## src/rtl/pidc_pkg.sv

```systemverilog
// shared constants, types and state codes for the pid controller step block
// no dependencies
package pidc_pkg;

  localparam int FRAC_BITS = 16;

  localparam int RAW_W  = 32;
  localparam int GAIN_W = 32;
  localparam int DT_W   = 16;
  localparam int DB_W   = 18;
  localparam int DRV_W  = 18;
  localparam int ERR_W  = 19;
  localparam int INT_W  = 48;
  localparam int DER_W  = 32;
  localparam int CFG_W  = 32;

  // divider: dividend holds |raw + offset| shifted up by FRAC_BITS+1
  localparam int DSR_W = RAW_W + 1;
  localparam int DVD_W = DSR_W + FRAC_BITS + 1;
  localparam int QUO_W = 33;

  // serial multiplier
  localparam int MPL_W = INT_W;
  localparam int ACC_W = 84;

  localparam logic signed [DRV_W-1:0] ONE_Q = DRV_W'(1 << FRAC_BITS);

  typedef enum logic [2:0] {
    CFG_GAIN_P,
    CFG_GAIN_I,
    CFG_GAIN_D,
    CFG_ENC_TOP,
    CFG_ENC_BOTTOM,
    CFG_DEADBAND,
    CFG_MAX_CHANGE,
    CFG_ENABLE
  } cfg_idx_t;

  typedef enum logic [4:0] {
    ST_IDLE,
    ST_DSP,
    ST_WSP,
    ST_DLT,
    ST_WLT,
    ST_DEN,
    ST_WEN,
    ST_MINT,
    ST_WINT,
    ST_DDER,
    ST_WDER,
    ST_MP,
    ST_WP,
    ST_MI,
    ST_WI,
    ST_MD,
    ST_WD,
    ST_DONE
  } state_t;

  typedef struct packed {
    logic             done;
    logic             ovf;
    logic [QUO_W-1:0] quo;
  } div_res_t;

  typedef struct packed {
    logic                    done;
    logic signed [ACC_W-1:0] acc;
  } mul_res_t;

endpackage

```

## src/rtl/pidc_div.sv

```systemverilog
// restoring divider, one quotient bit per cycle, unsigned magnitudes
// depends on pidc_pkg
module pidc_div import pidc_pkg::*; (
  input  logic             clk,
  input  logic             rst_n,
  input  logic             start,
  input  logic [DVD_W-1:0] dividend,
  input  logic [DSR_W-1:0] divisor,
  output div_res_t         res
);

  localparam int CNT_W = $clog2(DVD_W);

  logic             busy_r, done_r, ovf_r;
  logic [CNT_W-1:0] cnt_r;
  logic [DVD_W-1:0] dvd_r;
  logic [DSR_W-1:0] dsr_r, rem_r;
  logic [QUO_W-1:0] quo_r;
  logic [DSR_W:0]   rem_sh, rem_sub;
  logic             ge;

  assign rem_sh  = {rem_r, dvd_r[DVD_W-1]};
  assign ge      = rem_sh >= {1'b0, dsr_r};
  assign rem_sub = rem_sh - {1'b0, dsr_r};

  always_ff @(posedge clk) begin
    if (!rst_n) begin
      busy_r <= 1'b0;
      done_r <= 1'b0;
    end else begin
      done_r <= 1'b0;
      if (start) begin
        busy_r <= 1'b1;
      end else if (busy_r && cnt_r == CNT_W'(DVD_W - 1)) begin
        busy_r <= 1'b0;
        done_r <= 1'b1;
      end
    end
  end

  always_ff @(posedge clk) begin
    if (start) begin
      dvd_r <= dividend;
      dsr_r <= divisor;
      rem_r <= '0;
      quo_r <= '0;
      ovf_r <= 1'b0;
      cnt_r <= '0;
    end else if (busy_r) begin
      rem_r <= ge ? rem_sub[DSR_W-1:0] : rem_sh[DSR_W-1:0];
      quo_r <= {quo_r[QUO_W-2:0], ge};
      // sticky flag once the quotient no longer fits
      ovf_r <= ovf_r | quo_r[QUO_W-1];
      dvd_r <= {dvd_r[DVD_W-2:0], 1'b0};
      cnt_r <= cnt_r + 1'b1;
    end
  end

  assign res.done = done_r;
  assign res.ovf  = ovf_r;
  assign res.quo  = quo_r;

endmodule

```

## src/rtl/pidc_mul.sv

```systemverilog
// shift-add multiplier, one multiplier bit per cycle, signed, accumulating
// depends on pidc_pkg
module pidc_mul import pidc_pkg::*; (
  input  logic                    clk,
  input  logic                    rst_n,
  input  logic                    start,
  input  logic                    clr,
  input  logic signed [ACC_W-1:0] mcand,
  input  logic signed [MPL_W-1:0] mplier,
  output mul_res_t                res
);

  localparam int CNT_W = $clog2(MPL_W);

  logic                    busy_r, done_r;
  logic [CNT_W-1:0]        cnt_r;
  logic signed [ACC_W-1:0] mcand_r, acc_r, addend;
  logic [MPL_W-1:0]        mplier_r;

  // the top bit of the multiplier carries negative weight
  always_comb begin
    if (!mplier_r[0]) begin
      addend = '0;
    end else if (cnt_r == CNT_W'(MPL_W - 1)) begin
      addend = -mcand_r;
    end else begin
      addend = mcand_r;
    end
  end

  always_ff @(posedge clk) begin
    if (!rst_n) begin
      busy_r <= 1'b0;
      done_r <= 1'b0;
    end else begin
      done_r <= 1'b0;
      if (start) begin
        busy_r <= 1'b1;
      end else if (busy_r && cnt_r == CNT_W'(MPL_W - 1)) begin
        busy_r <= 1'b0;
        done_r <= 1'b1;
      end
    end
  end

  always_ff @(posedge clk) begin
    if (start) begin
      mcand_r  <= mcand;
      mplier_r <= mplier;
      cnt_r    <= '0;
      if (clr) begin
        acc_r <= '0;
      end
    end else if (busy_r) begin
      acc_r    <= acc_r + addend;
      mcand_r  <= mcand_r <<< 1;
      mplier_r <= {1'b0, mplier_r[MPL_W-1:1]};
      cnt_r    <= cnt_r + 1'b1;
    end
  end

  assign res.done = done_r;
  assign res.acc  = acc_r;

endmodule

```

## src/rtl/pid_controller_step.sv

```systemverilog
// pid controller step: one transaction at a time, the input stays stalled until
// the result is registered at the output. up to four divisions (three scalings and
// the derivative) run on a one-bit-per-cycle divider, up to four products on a
// one-bit-per-cycle multiplier. synchronous active-low reset restores the
// register defaults, clears the loop state and marks a restart pending.
module pid_controller_step import pidc_pkg::*; (
  input  logic                     clk,
  input  logic                     rst_n,
  input  logic                     cfg_we,
  input  logic [2:0]               cfg_index,
  input  logic [CFG_W-1:0]         cfg_wdata,
  input  logic                     in_valid,
  output logic                     in_stall,
  input  logic signed [RAW_W-1:0]  in_encoder_value,
  input  logic signed [RAW_W-1:0]  in_target,
  input  logic [DT_W-1:0]          in_elapsed,
  input  logic                     in_clear_integral,
  output logic                     out_valid,
  input  logic                     out_stall,
  output logic signed [DRV_W-1:0]  out_drive,
  output logic signed [ERR_W-1:0]  out_prop_term,
  output logic signed [INT_W-1:0]  out_integ_term,
  output logic signed [DER_W-1:0]  out_deriv_term
);

  state_t state_r, state_nxt;

  // configuration
  logic signed [GAIN_W-1:0] gain_p_r, gain_i_r, gain_d_r;
  logic signed [RAW_W-1:0]  enc_top_r, enc_bot_r;
  logic [DB_W-1:0]          deadband_r, max_change_r;
  logic                     enable_r;

  // loop state
  logic signed [INT_W-1:0]  integ_r;
  logic signed [ERR_W-1:0]  prev_err_r;
  logic signed [RAW_W-1:0]  last_tgt_r;
  logic                     first_r;

  // transaction
  logic signed [RAW_W-1:0]  enc_r, tgt_r;
  logic [DT_W-1:0]          dt_r;
  logic                     clr_r, dis_r, div_neg_r;
  logic signed [DRV_W-1:0]  sp_r, drive_r;
  logic signed [ERR_W-1:0]  err_r;
  logic signed [DER_W-1:0]  deriv_r;

  logic                     out_valid_r;
  logic signed [DRV_W-1:0]  out_drive_r;
  logic signed [ERR_W-1:0]  out_prop_r;
  logic signed [INT_W-1:0]  out_integ_r;
  logic signed [DER_W-1:0]  out_deriv_r;

  // divider and multiplier hookup
  logic                    div_start, mul_start, mul_clr;
  logic [DVD_W-1:0]        div_dvd;
  logic [DSR_W-1:0]        div_dsr;
  logic                    div_neg;
  div_res_t                div_res;
  mul_res_t                mul_res;
  logic signed [ACC_W-1:0] mul_mcand;
  logic signed [MPL_W-1:0] mul_mplier;

  // scaling operands
  logic signed [RAW_W-1:0] scale_raw;
  logic signed [RAW_W+1:0] bot_x, off_x, span_x, num_x, num_abs, span_abs;
  logic                    span_zero;
  logic signed [ERR_W:0]   diff_w, diff_abs;

  // division results
  logic [QUO_W-1:0]        qmag;
  logic signed [QUO_W+1:0] qv, sv;
  logic signed [DRV_W-1:0] scaled_w;
  logic signed [DER_W-1:0] deriv_w;
  logic signed [ERR_W-1:0] err_w, jump_w, err_abs, jump_abs;
  logic                    jump_big, err_live;

  // multiply results
  logic signed [ACC_W-1:0] prod_sh, drv_sh;
  logic signed [INT_W:0]   integ_sum;
  logic signed [INT_W-1:0] integ_w;
  logic signed [DRV_W-1:0] drive_w;

  always_comb begin
    unique case (state_r)
      ST_DSP:  scale_raw = tgt_r;
      ST_DLT:  scale_raw = last_tgt_r;
      default: scale_raw = enc_r;
    endcase
  end

  assign bot_x     = (RAW_W+2)'(enc_bot_r);
  assign off_x     = bot_x[RAW_W+1] ? -bot_x : bot_x;
  assign span_x    = (RAW_W+2)'(enc_top_r) + off_x;
  assign num_x     = (RAW_W+2)'(scale_raw) + off_x;
  assign num_abs   = num_x[RAW_W+1] ? -num_x : num_x;
  assign span_abs  = span_x[RAW_W+1] ? -span_x : span_x;
  assign span_zero = (span_x == '0);

  assign diff_w   = (ERR_W+1)'(err_r) - (ERR_W+1)'(prev_err_r);
  assign diff_abs = diff_w[ERR_W] ? -diff_w : diff_w;

  always_comb begin
    if (state_r == ST_DDER) begin
      div_dvd = DVD_W'({diff_abs[ERR_W-1:0], DT_W'(0)});
      div_dsr = DSR_W'(dt_r);
      div_neg = diff_w[ERR_W];
    end else begin
      div_dvd = {num_abs[DSR_W-1:0], (FRAC_BITS+1)'(0)};
      div_dsr = span_abs[DSR_W-1:0];
      div_neg = num_x[RAW_W+1] ^ span_x[RAW_W+1];
    end
  end

  pidc_div u_div (
    .clk      (clk),
    .rst_n    (rst_n),
    .start    (div_start),
    .dividend (div_dvd),
    .divisor  (div_dsr),
    .res      (div_res)
  );

  // truncating quotient, saturated in magnitude
  assign qmag = div_res.ovf ? '1 : div_res.quo;
  assign qv   = div_neg_r ? -(QUO_W+2)'(qmag) : (QUO_W+2)'(qmag);
  assign sv   = qv - (QUO_W+2)'(ONE_Q);

  always_comb begin
    if (span_zero) begin
      scaled_w = '0;
    end else if (sv > (QUO_W+2)'(ONE_Q)) begin
      scaled_w = ONE_Q;
    end else if (sv < -(QUO_W+2)'(ONE_Q)) begin
      scaled_w = -ONE_Q;
    end else begin
      scaled_w = sv[DRV_W-1:0];
    end
  end

  always_comb begin
    if (qv > $signed((QUO_W+2)'({1'b0, {(DER_W-1){1'b1}}}))) begin
      deriv_w = {1'b0, {(DER_W-1){1'b1}}};
    end else if (qv < -$signed((QUO_W+2)'({1'b1, {(DER_W-1){1'b0}}}))) begin
      deriv_w = {1'b1, {(DER_W-1){1'b0}}};
    end else begin
      deriv_w = qv[DER_W-1:0];
    end
  end

  assign err_w    = ERR_W'(sp_r) - ERR_W'(scaled_w);
  assign jump_w   = ERR_W'(sp_r) - ERR_W'(scaled_w);
  assign err_abs  = err_w[ERR_W-1] ? -err_w : err_w;
  assign jump_abs = jump_w[ERR_W-1] ? -jump_w : jump_w;
  assign jump_big = jump_abs > ERR_W'(max_change_r);
  assign err_live = err_abs > ERR_W'(deadband_r);

  always_comb begin
    unique case (state_r)
      ST_MINT: begin
        mul_mcand  = ACC_W'(err_r);
        mul_mplier = MPL_W'(dt_r);
      end
      ST_MP: begin
        mul_mcand  = ACC_W'(gain_p_r);
        mul_mplier = MPL_W'(err_r);
      end
      ST_MI: begin
        mul_mcand  = ACC_W'(gain_i_r);
        mul_mplier = integ_r;
      end
      default: begin
        mul_mcand  = ACC_W'(gain_d_r);
        mul_mplier = MPL_W'(deriv_r);
      end
    endcase
  end

  pidc_mul u_mul (
    .clk    (clk),
    .rst_n  (rst_n),
    .start  (mul_start),
    .clr    (mul_clr),
    .mcand  (mul_mcand),
    .mplier (mul_mplier),
    .res    (mul_res)
  );

  // elapsed time is in 1/65536 s, so the integral step drops 16 bits
  assign prod_sh   = mul_res.acc >>> DT_W;
  assign integ_sum = (INT_W+1)'(integ_r) + prod_sh[INT_W:0];

  always_comb begin
    if (integ_sum > $signed((INT_W+1)'({1'b0, {(INT_W-1){1'b1}}}))) begin
      integ_w = {1'b0, {(INT_W-1){1'b1}}};
    end else if (integ_sum < -$signed((INT_W+1)'({1'b1, {(INT_W-1){1'b0}}}))) begin
      integ_w = {1'b1, {(INT_W-1){1'b0}}};
    end else begin
      integ_w = integ_sum[INT_W-1:0];
    end
  end

  assign drv_sh = mul_res.acc >>> FRAC_BITS;

  always_comb begin
    if (drv_sh > ACC_W'(ONE_Q)) begin
      drive_w = ONE_Q;
    end else if (drv_sh < -ACC_W'(ONE_Q)) begin
      drive_w = -ONE_Q;
    end else begin
      drive_w = drv_sh[DRV_W-1:0];
    end
  end

  // sequencer
  always_ff @(posedge clk) begin
    if (!rst_n) begin
      state_r <= ST_IDLE;
    end else begin
      state_r <= state_nxt;
    end
  end

  always_comb begin
    state_nxt = state_r;
    div_start = 1'b0;
    mul_start = 1'b0;
    mul_clr   = 1'b0;
    unique case (state_r)
      ST_IDLE: begin
        if (in_valid) state_nxt = ST_DSP;
      end
      ST_DSP: begin
        div_start = 1'b1;
        state_nxt = ST_WSP;
      end
      ST_WSP: begin
        if (div_res.done) state_nxt = ST_DLT;
      end
      ST_DLT: begin
        div_start = 1'b1;
        state_nxt = ST_WLT;
      end
      ST_WLT: begin
        if (div_res.done) state_nxt = enable_r ? ST_DEN : ST_DONE;
      end
      ST_DEN: begin
        div_start = 1'b1;
        state_nxt = ST_WEN;
      end
      ST_WEN: begin
        if (div_res.done) begin
          priority if (err_live) state_nxt = ST_MINT;
          else if (dt_r == '0)   state_nxt = ST_MP;
          else                   state_nxt = ST_DDER;
        end
      end
      ST_MINT: begin
        mul_start = 1'b1;
        mul_clr   = 1'b1;
        state_nxt = ST_WINT;
      end
      ST_WINT: begin
        if (mul_res.done) state_nxt = (dt_r == '0) ? ST_MP : ST_DDER;
      end
      ST_DDER: begin
        div_start = 1'b1;
        state_nxt = ST_WDER;
      end
      ST_WDER: begin
        if (div_res.done) state_nxt = ST_MP;
      end
      ST_MP: begin
        mul_start = 1'b1;
        mul_clr   = 1'b1;
        state_nxt = ST_WP;
      end
      ST_WP: begin
        if (mul_res.done) state_nxt = ST_MI;
      end
      ST_MI: begin
        mul_start = 1'b1;
        state_nxt = ST_WI;
      end
      ST_WI: begin
        if (mul_res.done) state_nxt = ST_MD;
      end
      ST_MD: begin
        mul_start = 1'b1;
        state_nxt = ST_WD;
      end
      ST_WD: begin
        if (mul_res.done) state_nxt = ST_DONE;
      end
      ST_DONE: begin
        if (!out_valid_r || !out_stall) state_nxt = ST_IDLE;
      end
      default: state_nxt = ST_IDLE;
    endcase
  end

  // configuration and loop state
  always_ff @(posedge clk) begin
    if (!rst_n) begin
      gain_p_r     <= '0;
      gain_i_r     <= '0;
      gain_d_r     <= '0;
      enc_top_r    <= RAW_W'(4096);
      enc_bot_r    <= -RAW_W'(4096);
      deadband_r   <= '0;
      max_change_r <= DB_W'(655);
      enable_r     <= 1'b1;
      integ_r      <= '0;
      prev_err_r   <= '0;
      last_tgt_r   <= '0;
      first_r      <= 1'b1;
    end else begin
      if (cfg_we) begin
        unique case (cfg_idx_t'(cfg_index))
          CFG_GAIN_P:     gain_p_r     <= cfg_wdata;
          CFG_GAIN_I:     gain_i_r     <= cfg_wdata;
          CFG_GAIN_D:     gain_d_r     <= cfg_wdata;
          CFG_ENC_TOP:    enc_top_r    <= cfg_wdata;
          CFG_ENC_BOTTOM: enc_bot_r    <= cfg_wdata;
          CFG_DEADBAND:   deadband_r   <= cfg_wdata[DB_W-1:0];
          CFG_MAX_CHANGE: max_change_r <= cfg_wdata[DB_W-1:0];
          CFG_ENABLE:     enable_r     <= cfg_wdata[0];
        endcase
      end
      if (state_r == ST_WLT && div_res.done) begin
        last_tgt_r <= tgt_r;
        // restart clears the integral only when the loop actually runs
        if (clr_r || (enable_r && (first_r || jump_big))) begin
          integ_r <= '0;
        end
        first_r <= enable_r ? 1'b0 : (first_r | jump_big);
      end
      if (state_r == ST_WINT && mul_res.done) begin
        integ_r <= integ_w;
      end
      if (state_r == ST_MP) begin
        prev_err_r <= err_r;
      end
    end
  end

  // transaction datapath
  always_ff @(posedge clk) begin
    if (state_r == ST_IDLE && in_valid) begin
      enc_r <= in_encoder_value;
      tgt_r <= in_target;
      dt_r  <= in_elapsed;
      clr_r <= in_clear_integral;
    end
    if (div_start) begin
      div_neg_r <= div_neg;
    end
    if (state_r == ST_WSP && div_res.done) begin
      sp_r <= scaled_w;
    end
    if (state_r == ST_WLT && div_res.done) begin
      dis_r <= !enable_r;
    end
    if (state_r == ST_DEN) begin
      deriv_r <= '0;
    end
    if (state_r == ST_WEN && div_res.done) begin
      err_r <= err_w;
    end
    if (state_r == ST_WDER && div_res.done) begin
      deriv_r <= deriv_w;
    end
    if (state_r == ST_WD && mul_res.done) begin
      drive_r <= drive_w;
    end
    if (state_r == ST_DONE && (!out_valid_r || !out_stall)) begin
      out_drive_r <= dis_r ? '0 : drive_r;
      out_prop_r  <= dis_r ? '0 : err_r;
      out_integ_r <= dis_r ? '0 : integ_r;
      out_deriv_r <= dis_r ? '0 : deriv_r;
    end
  end

  always_ff @(posedge clk) begin
    if (!rst_n) begin
      out_valid_r <= 1'b0;
    end else if (state_r == ST_DONE && (!out_valid_r || !out_stall)) begin
      out_valid_r <= 1'b1;
    end else if (out_valid_r && !out_stall) begin
      out_valid_r <= 1'b0;
    end
  end

  assign in_stall       = (state_r != ST_IDLE);
  assign out_valid      = out_valid_r;
  assign out_drive      = out_drive_r;
  assign out_prop_term  = out_prop_r;
  assign out_integ_term = out_integ_r;
  assign out_deriv_term = out_deriv_r;

endmodule

```

## config.mk

```make
export PLATFORM = sky130hd
export DESIGN_NAME = pid_controller_step
export DESIGN_NICKNAME = d
export VERILOG_FILES = /design/src/rtl/pidc_pkg.sv /design/src/rtl/pidc_div.sv /design/src/rtl/pidc_mul.sv /design/src/rtl/pid_controller_step.sv
export SDC_FILE = /design/constraint.sdc
export NUM_CORES = 2
export LEC_CHECK = 0
export BUFFER_PORTS_ARGS = -buffer_cell sky130_fd_sc_hd__buf_2
export CAP_MARGIN = 20
export CELL_PAD_IN_SITES_DETAIL_PLACEMENT = 1
export CELL_PAD_IN_SITES_GLOBAL_PLACEMENT = 2
export CORE_MARGIN = 2
export CORE_UTILIZATION = 43
export DETAILED_ROUTE_END_ITERATION = 8
export GPL_ROUTABILITY_DRIVEN = 0
export HOLD_SLACK_MARGIN = 0.06
export PLACE_DENSITY = 0.92
export REMOVE_ABC_BUFFERS = 1
export SLEW_MARGIN = 40
export SYNTH_ARGS = -nofsm -noshare
export SYNTH_HDL_FRONTEND = slang
export SYNTH_SLANG_ARGS = --single-unit
```

## constraint.sdc

```tcl
create_clock -name clk -period 18.67 [get_ports clk]
set_clock_uncertainty 0.2 [all_clocks]
set_input_delay 0.9335 -clock clk [delete_from_list [all_inputs] [get_ports clk]]
set_output_delay 0.9335 -clock clk [all_outputs]
set_load 0.005 [all_outputs]
```

==> key figures <==
Power
  – Total Power: between 8000 and 9000 µW
  – Sw frac: 38.8%
  – Switching pwr: around 3200 µW
  – Pwr/cell area: ~120 nW/µm²
  – Max VDD drop: about 0.086 mV
  – Seq pwr share: about a third
  – Comb power frac: 39.8%
  – Leakage: approximately 0.025 µW
  – Clock network power share: 27.2%
  – Pint: a little over 5000 µW

STA
  – Min Tclk post-route: 12.77 ns
  – Setup_tns: 0 ns
  – Max-slew headroom: roughly two fifths
  – Final Cycle Share: roughly 68%
  – Final hold slack: 0.166 ns
  – Slew Limit Fails: 0
  – Worst-Margin Slew: between 0.9 and 1 ns
  – Final Hold Vio Count: 0
  – Setup violators final: 0
  – RSZ-0062 raised after global routing: no
  – Fmax: ~78 MHz

Setup path
  – CP startpoint kind: register
  – Worst Path Max Fanout: 48
  – CP max stage cell: a2111oi_0
  – Crit Path Category: reg2reg
  – Buffers and inverters on the worst path: 4
  – Cell family with most CP delay: compound AO/OA/AOI/OAI gates
  – Required @ worst endpoint: ~19 ns
  – Crit path DAT: ~13 ns
  – Nature of the critical path endpoint: register
  – CP max stage delay: between 0.6 and 0.7 ns

Clock network
  – Clock net sink count: around 960
  – Post-CTS Setup Bufs: 0
  – PostCTS Resize Cnt: 0
  – Root Buffer: clkbuf_16
  – Clock-pin slew on the worst setup and hold paths: ~0.06 ns
  – Cts bufs inserted: approximately 110
  – Clock buffer depth: 3
  – CTS tree: done
  – Clock Latency Late Sink: ~0.74 ns
  – Number of hold buffers added after CTS: 0
  – # H-tree levels: 3

GRT
  – Initial antenna violation count: 11
  – Total Routing Usage GR: between 20% and 30%
  – Overflow after GRT: 0
  – Largest net degree at the start of global routing: 133
  – Vias in the first global route: between 50000 and 60000
  – First-pass GRT wire length: 319000 µm

Synthesis
  – Synth Area in Compound Gates: roughly 21%
  – Synth Area in Simple Gates: between 10% and 20%
  – Cells after Synth: between 6000 and 7000
  – Area share of the largest cell type after synthesis: between 20 and 30%
  – Post-synth top area cell: edfxtp_1
  – Adder-Cell Fraction of Synth Area: under 10%
  – Syn Std Cell Area: between 60000 and 70000 µm²
  – Synth warnings: 0
  – Post-synth EDFFs: between 500 and 600
  – Register area share after synthesis: 41.4%
  – Main synth FF type: edfxtp_1
  – XOR/XNOR Fraction of Synth Area: about 6.7%
  – Post-synthesis register bit count: roughly 960
  – Post-synthesis mux area share: under 10%
  – Synth top area cells: edfxtp_1, dfxtp_1, ha_1, nand2_1, xnor2_1
  – Avg Inst Size Synth: just under 9 µm²
  – Largest family of logic cells by synthesized area: compound AO/OA/AOI/OAI gates
  – Asr flop ratio synth: 0%
  – Count of different cell masters after synthesis: 97

Placement
  – Placed cell count: 8570
  – Port bufs: ~240
  – DP HPWL: around 160000 µm

Die
  – Core Box Area: 139000 µm²
  – Initial Utilization: between 40% and 50%
  – Die Ht: between 300 and 400 µm
  – Die area: ~140000 µm²
  – Width of the die: around 380 µm
  – I/O pins: between 200 and 250
  – FP Rows: about 140

Cells and area
  – Synthesis-to-layout area growth: 11.3%
  – Share of cells above drive strength 1: about 8.7%
  – Post-layout nets: between 7000 and 8000
  – Storage element area: between 20000 and 25000 µm²
  – Non-filler cells, final: between 8000 and 9000
  – Multi-input gate area: 33300 µm²
  – Fill cells: between 15000 and 20000
  – Core Util, Final: around half

Drt
  – Drt first pass iters: 6
  – Residual DRC count: 0
  – Antenna Violating Nets Remaining: 0
  – Avg Vias per Cell: 5.99
  – WL final: 209000 µm
  – Detailed router's first-iteration violation count: just over 4000
  – Via count: 52600
  – Routed length per instance: between 20 and 25 µm

Outcome
  – Status: finished clean

Flow run
  – Max-cap violations: 0

Worst hold path
  – HP Class: in2reg
## power by group through the flow
stage / clock network (µW) / logic [µW] / registers (µW)
2_1_floorplan: 0 / 2240 / 2710
3_3_place_gp: 0 / 3090 / 2740
3_5_place_dp: 0 / 3200 / 2750
4_1_cts: 2270 / 3220 / 2710
5_1_grt: 2350 / 3590 / 2730
6_report: 2240 / 3270 / 2710
## per-layer routing
metal / share of wire, % / track usage, %
met5: 0.033 / 0
met4: 4.6 / 12.3
met3: 5.6 / 4.38
met2: 47 / 48.0
met1: 42 / 36.6
## synthesized netlist by cell type, drive strengths merged (31+ instances only)
cell / instances
a31oi: 66
inv: 216
clkbuf: 319
nand4: 99
a21o: 186
xnor2: 300
a22oi: 31
xor2: 163
ha: 316
a221oi: 52
or3: 62
nor3: 114
or2: 37
o21bai: 41
nor4: 84
and2: 115
a211oi: 60
mux2i: 81
a21oi: 482
nand3: 121
o21ai: 410
o21a: 40
edfxtp: 570
nand2: 868
a21boi: 254
o31ai: 56
nand2b: 60
and3: 44
dfxtp: 386
nor2b: 208
nor2: 547
## placed cells by master, fill, tap and decap left out, types with 56 or more instances in the layout
| master | count |
|---|---|
| a211oi_1 | 58 |
| a21boi_0 | 253 |
| a21o_1 | 186 |
| a21oi_1 | 478 |
| a31oi_1 | 65 |
| and2_1 | 115 |
| buf_2 | 238 |
| buf_4 | 59 |
| clkbuf_16 | 116 |
| dfxtp_1 | 383 |
| edfxtp_1 | 570 |
| ha_1 | 316 |
| inv_1 | 214 |
| mux2i_1 | 81 |
| nand2_1 | 866 |
| nand2b_1 | 59 |
| nand3_1 | 116 |
| nand4_1 | 97 |
| nor2_1 | 537 |
| nor2b_1 | 208 |
| nor3_1 | 108 |
| nor4_1 | 74 |
| o21ai_0 | 401 |
| o31ai_1 | 56 |
| or3_1 | 59 |
| xnor2_1 | 299 |
| xor2_1 | 163 |
## final cells by class
type	count	area share (%)
Antenna cell	2	0.00748
Clock buffer	146	4.60
Clock inverter	61	0.945
Inverter	217	1.22
Multi-Input combinational cell	5214	49.8
Sequential cell	956	37.1
Tap cell	1876	3.51
Timing Repair Buffer	310	2.76
## worst register-to-register path, delay by kind of cell (launching register included)
| kind | cells | cell delay (ns) |
|---|---|---|
| buf+inv | 4 | 0.87 |
| simple gates | 11 | 2.54 |
| flops | 1 | 0.37 |
| compound gates | 23 | 6.89 |
| fa+ha+maj | 5 | 1.42 |
| xor+xnor | 3 | 0.42 |
## final timing paths
path / cells after the start / slack (ns) / endpoint / start
worst max-delay path: 46 / 5.90 / integ_r[41] / enc_bot_r[0]
worst min-delay path: 1 / 0.17 / dt_r[2] / in_elapsed[2]
worst max register to register: 46 / 5.90 / integ_r[41] / enc_bot_r[0]
worst min register to register: 2 / 0.26 / max_change_r[10] / max_change_r[10]
## sequential cells by signal, summed over array words and instances (netlist names), 19 cells and up
| register | flops |
|---|---|
| last_tgt_r | 32 |
| gain_i_r | 32 |
| prev_err_r | 19 |
| gain_d_r | 32 |
| u_div.rem_r | 33 |
| err_r | 19 |
| u_div.quo_r | 33 |
| tgt_r | 32 |
| enc_bot_r | 32 |
| u_mul.acc_r | 84 |
| u_div.dsr_r | 33 |
| out_integ_term | 48 |
| out_prop_term | 19 |
| gain_p_r | 32 |
| enc_r | 32 |
| integ_r | 48 |
| u_mul.mcand_r | 84 |
| enc_top_r | 32 |
| u_div.dvd_r | 34 |
| u_mul.mplier_r | 48 |
| out_deriv_term | 32 |
| deriv_r | 32 |
## logic make-up after synthesis
| family | Yosys count |
|---|---|
| and+or+nand+nor | 2433 |
| AOI/OAI and AO/OA | 1908 |
| DFF | 956 |
| buffers and inverters | 566 |
| xor gates and xnor gates | 463 |
| adders and majority gates | 323 |
| muxes | 85 |
| other | 1 |
## per-stage QoR
stage          cell area (µm²)  setup WS (ns)
6_report                 66900           5.90
5_1_grt                  66900           5.00
4_1_cts                  66800           5.68
3_5_place_dp             63100           5.75
3_3_place_gp             62900           5.92
2_1_floorplan            58700           2.85
No activity file was read; power rests on OpenSTA's default activity.
